**config.mk**
```make
export PLATFORM = sky130hd
export DESIGN_NAME = twdp_ctrl
export DESIGN_NICKNAME = d
export VERILOG_FILES = /design/src/rtl/twdp_pkg.sv /design/src/rtl/twdp_ctrl.sv
export SDC_FILE = /design/constraint.sdc
export NUM_CORES = 1
export LEC_CHECK = 0
export ABC_AREA = 1
export BUFFER_PORTS_ARGS = -buffer_cell sky130_fd_sc_hd__buf_2
export CAP_MARGIN = 40
export CORE_AREA = 2 2 39 41
export CTS_CLUSTER_DIAMETER = 150
export DETAILED_ROUTE_END_ITERATION = 12
export DIE_AREA = 0 0 41 43
export SLEW_MARGIN = 20
export SYNTH_ARGS = -nofsm -noshare
export SYNTH_HDL_FRONTEND = slang
export SYNTH_SLANG_ARGS = --single-unit
```
**constraint.sdc**
```tcl
create_clock -name i_clk -period 1.65 [get_ports i_clk]
set_clock_uncertainty 0.05 [all_clocks]
set_input_delay 0.33 -clock i_clk [delete_from_list [all_inputs] [get_ports i_clk]]
set_output_delay 0.33 -clock i_clk [all_outputs]
set_load 0.01 [all_outputs]
```
**src/rtl/twdp_pkg.sv**
```systemverilog
// package for the two-bit weight dot-product tile
// holds field widths, weight code extraction and the controller command struct
// depends on nothing
package twdp_pkg;

    localparam int ACT_W            = 8;
    localparam int WEIGHT_W         = 64;
    localparam int GROUP_W          = 4 * WEIGHT_W;
    localparam int CODE_W           = 2;
    localparam int SUM_W            = 32;
    localparam int COL_W            = 5;
    localparam int DEPTH_ROWS       = 4;
    localparam int WEIGHT_COLUMNS   = 32;
    localparam int TILE_COLUMNS_DEF = 32;
    // activation times a code of at most three, and the sum of four of them
    localparam int PROD_W           = ACT_W + CODE_W;
    localparam int TERM_W           = PROD_W + 2;
    // one code per depth row in each weight byte lane
    localparam logic [31:0] CODE_MASK = 32'h0303_0303;

    // commands from the controller to the datapath
    typedef struct packed {
        logic load;     // add the accepted group into every column
        logic shift;    // one column result taken, rotate the sums
    } t_ctrl_cmd;

    // code of depth row b for column c; columns past the weight group read as zero
    function automatic logic [CODE_W-1:0] weight_code(
        input logic [GROUP_W-1:0] w,
        input int                 c,
        input int                 b
    );
        int          j;
        int          f;
        int          n;
        logic [31:0] lanes;
        logic [7:0]  byte_val;
        j        = c % 8;
        f        = (c / 8) % 4;
        n        = 4 * j + b;
        byte_val = w[8*n +: 8];
        // pick field f of the byte by masking the shifted byte
        lanes    = 32'(byte_val >> (2 * f)) & CODE_MASK;
        if (c >= WEIGHT_COLUMNS) begin
            weight_code = '0;
        end else begin
            weight_code = lanes[CODE_W-1:0];
        end
    endfunction

endpackage

```
**src/rtl/twdp_ctrl.sv**
```systemverilog
// controller of the two-bit weight dot-product tile
// sequences accumulation and the column-by-column result stream
// depends on twdp_pkg
module twdp_ctrl #(
    parameter int TILE_COLUMNS = twdp_pkg::TILE_COLUMNS_DEF
) (
    input  logic                      i_clk,
    input  logic                      i_rst_n,
    input  logic                      i_in_valid,
    input  logic                      i_last_group,
    output logic                      o_in_stall,
    output logic                      o_out_valid,
    input  logic                      i_out_stall,
    output logic [twdp_pkg::COL_W-1:0] o_column,
    output logic                      o_last_column,
    output twdp_pkg::t_ctrl_cmd       o_cmd
);

    localparam int CNT_W = (TILE_COLUMNS > 1) ? $clog2(TILE_COLUMNS) : 1;
    localparam logic [CNT_W-1:0] LAST_CNT = CNT_W'(TILE_COLUMNS - 1);

    typedef enum logic {
        S_IDLE,
        S_EMIT
    } t_state;

    t_state           r_state;
    t_state           n_state;
    logic [CNT_W-1:0] r_count;
    logic [CNT_W-1:0] n_count;
    logic             in_acc;
    logic             out_acc;
    logic             at_last;

    // handshakes
    assign o_in_stall    = (r_state != S_IDLE);
    assign o_out_valid   = (r_state == S_EMIT);
    assign in_acc        = i_in_valid && !o_in_stall;
    assign out_acc       = o_out_valid && !i_out_stall;
    assign at_last       = (r_count == LAST_CNT);
    assign o_column      = twdp_pkg::COL_W'(r_count);
    assign o_last_column = at_last;

    // datapath commands
    assign o_cmd.load  = in_acc;
    assign o_cmd.shift = out_acc;

    // next state
    always_comb begin
        n_state = r_state;
        n_count = r_count;
        case (r_state)
            S_IDLE: begin
                n_count = '0;
                if (in_acc && i_last_group) begin
                    n_state = S_EMIT;
                end
            end
            S_EMIT: begin
                if (out_acc) begin
                    if (at_last) begin
                        n_state = S_IDLE;
                        n_count = '0;
                    end else begin
                        n_count = r_count + 1'b1;
                    end
                end
            end
            default: begin
                n_state = S_IDLE;
                n_count = '0;
            end
        endcase
    end

    // state and column counter
    always_ff @(posedge i_clk) begin
        if (!i_rst_n) begin
            r_state <= S_IDLE;
            r_count <= '0;
        end else begin
            r_state <= n_state;
            r_count <= n_count;
        end
    end

    // a group marked last starts the result stream
    a_last_starts_emit: assert property (@(posedge i_clk) disable iff (!i_rst_n)
        (in_acc && i_last_group) |=> o_out_valid)
        else $error("result stream did not start after last group");

    // the final column ends the stream
    a_final_ends_emit: assert property (@(posedge i_clk) disable iff (!i_rst_n)
        (out_acc && o_last_column) |=> (!o_out_valid && !o_in_stall))
        else $error("result stream ran past the final column");

    // the column count stays inside the tile
    a_count_range: assert property (@(posedge i_clk) disable iff (!i_rst_n)
        o_out_valid |-> (r_count <= LAST_CNT))
        else $error("column count beyond tile");

endmodule

```
==> impl_metrics.py <==
metrics = {
    "setup_path": {
        "crit_path_start_kind": "flop",
        "max_stage_delay_ns": 0.37,
        "reg2regPathDepth": 8,
        "timing.rr.end": "o_column[3]",
        "cp_slowest_cell": "dfxtp_4",
        "reg2reg_from": "o_column[1]",
        "critPathArrivalTime_ns": 1.23,
        "cp_max_fo": 5,
        "ff2ff_setup_slack_ns": 0.27,
        "critical_path_class": "reg -> out",
        "crit_path_end_kind": "primary output",
        "cp.required_ns": 1.27,
        "crit_chain": "ha_4 -> nand2_1 -> nor2_1 -> ha_2 -> buf_6",
    },
    "drt": {
        "drt_iter0_drc": 5,
        "antenna_left": 0,
        "vias_per_cell": 4.506,
        "wirelength_um": 779,
        "avgRoutedWirePerCell_um": 10.12,
        "first_pass_iters": 4,
        "drcViolationCount": 0,
        "num_vias": 347,
    },
    "timing": {
        "fin_tns_setup_ns": 0,
        "rsz0062_at_grt": "false",
        "setup_viol_count_final": 0,
        "hold_viol_final": 0,
        "whs_ns": 0.2758,
        "fin_crit_sh_pct": 97.31,
        "relSlewSlack_pct": 86.84,
        "fmax_mhz": 622.8,
        "fin_crit_ns": 1.606,
        "drv_slew": 0,
        "worst_pin_slew_ns": 0.1972,
    },
    "global_routing": {
        "grt_overflow_total": 0,
        "grt_pass1_wl_um": 959,
        "grt_pass1_vias": 258,
        "track_usage_pct": 8.417,
        "grt_max_degree": 7,
        "antenna_found_initial": 0,
    },
    "placed_design": {
        "dp_hpwl_um": 560.9,
        "gp_congestion": 0.7394,
        "placed_cell_area_sq_um": 406.6,
        "portBuffers": 14,
    },
    "floorplanning": {
        "die_area_sq_mm": 0.001763,
        "fp.coreArea_sq_mm": 0.001384,
        "dieWidth_um": 41,
        "ios": 15,
        "die_y_um": 43,
        "initial_core_util_pct": 23.96,
        "rows": 14,
    },
    "power_and_ir_drop": {
        "leakagePower_nw": 0.2242,
        "irDropWorstVdd_mv": 0.1905,
        "power.density_mw_per_mm2": 718.7,
        "finalPower_mw": 0.3345,
    },
    "synthesis": {
        "yosys-top-cells-area": "dfxtp_1 36%, nand2_1 15%, a21oi_1 7.5%",
        "ys_ff_latch": 6,
        "seq_area_frac_synth_pct": 36.23,
        "yosysTopAreaCell": "dfxtp_1",
        "synth_nets": 52,
        "syn_avg_cell_area_sq_um": 7.368,
        "synthesis.area_sq_um": 331.6,
        "synth_top_area_share_pct": 36.23,
        "synth_cells": 45,
        "yosys_warnings": 0,
        "ys_types": 16,
    },
    "layout": {
        "nets": 70,
        "fin_area_sq_um": 465.4,
        "final_cell_mix": "13 x nand2_1, 13 x buf_2, 5 x a21oi_1",
        "drive_gt1_share_pct": 47.54,
        "diodes": 0,
        "fill_cells": 150,
        "area_delta_synth_final_pct": 40.38,
    },
    "clocking": {
        "clkTransAtPathRegs_ns": 0.05,
        "h-tree-depth": 1,
        "cts_sinks": 6,
        "cts_inserted_buffers": 3,
        "root_buffer": "clkbuf_4",
        "cts_buffer_depth": 2,
        "clock_latency_ns": 0.25,
        "holdBufCountCts": 0,
        "tritoncts": "built",
    },
    "job": {
        "cap_violations": 0,
    },
    "outcome": {
        "outcome": "finished, final reports clean",
    },
    "worst_hold_path": {
        "hp-start": "i_last_group",
        "min_to": "o_in_stall",
        "hold-path-cell-count": 3,
        "min_path_type": "in -> reg",
    },
}
-- through the flow --
stage	setup WS [ns]	util [%]	std cells
final	0.04431	33.63	77
after global routing	0.009497	33.63	77
after CTS	0.02005	31.19	76
after detailed placement	0.2111	29.39	73
after global placement	0.2247	29.39	73
after floorplan	0.2279	-	45
-- worst max-delay path: cells and delay by family (launching register included) --
kind	cells	cell delay, ns
adders and majority gates	2	0.32
buffers and inverters	1	0.10
DFF	1	0.37
and+or+nand+nor	2	0.18
-- sequential cells by signal, summed over array words and instances, names as in the netlist --
signal / cells
o_column: 5
o_in_stall: 1
-- routing by layer --
metal / wire length [um] / track usage (%) / up-vias
met5: 0 / 0 / -
met3: 78 / 2.094 / 2
met1: 304 / 8.946 / 152
li1: - / - / 175
met4: 20 / 8.000 / 0
met2: 376 / 12.50 / 18
-- synth_stat cells --
library cell,instances
a21oi_2,1
a21oi_1,5
inv_1,4
inv_2,2
nand2_2,1
dfxtp_1,6
buf_4,3
nand2_1,13
o21ai_0,1
ha_1,2
nand4_1,1
nor2_1,2
nand3_2,1
nand3_1,1
o21a_1,1
nor2_4,1
-- power breakdown --
part	switching [mW]	leakage, nW	internal [mW]
Sequential	0.00458	0.0502	0.146
Clock	0.0628	0.0138	0.0829
Combinational	0.0217	0.160	0.0162
Total	0.0891	0.224	0.245
-- final cells by class --
cell class              count  area [sq um]  share of cell area, %
inverters                   6         22.52                  4.839
well taps                  16         20.02                  4.301
repair buffers             16         91.34                  19.62
multi-input cells          30         181.4                  38.98
flip-flops and latches      6         127.6                  27.42
clock buffers               3         22.52                  4.839
-- worst max path at each step --
stage / startpoint / cells after the start / to
4_1_cts: o_column[0] / 5 / o_last_column
2_1_floorplan: o_column[0] / 6 / o_column[0]
5_1_grt: o_column[0] / 5 / o_last_column
6_report: o_column[1] / 5 / o_last_column
3_5_place_dp: o_column[0] / 8 / o_column[3]
3_3_place_gp: o_column[0] / 8 / o_column[3]
-- kinds of logic (layout without fill, tap and decap cells) --
family	count (synthesis)	count (layout)	share of synthesized area [%]
DFF	6	6	36.23
and+or+nand+nor	20	20	28.68
adders and majority gates	2	2	7.546
buffers and inverters	9	25	13.58
AOI/OAI and AO/OA	8	8	13.96
-- repair_timing --
action,CTS,global route
hold endpoints to repair,0,0
endpoints found under the setup margin,1,1
gates resized for setup,2,6
cloned,0,0
buffers inserted,0,1
pin swaps,0,1
No activity file was read; power rests on OpenSTA's default activity.
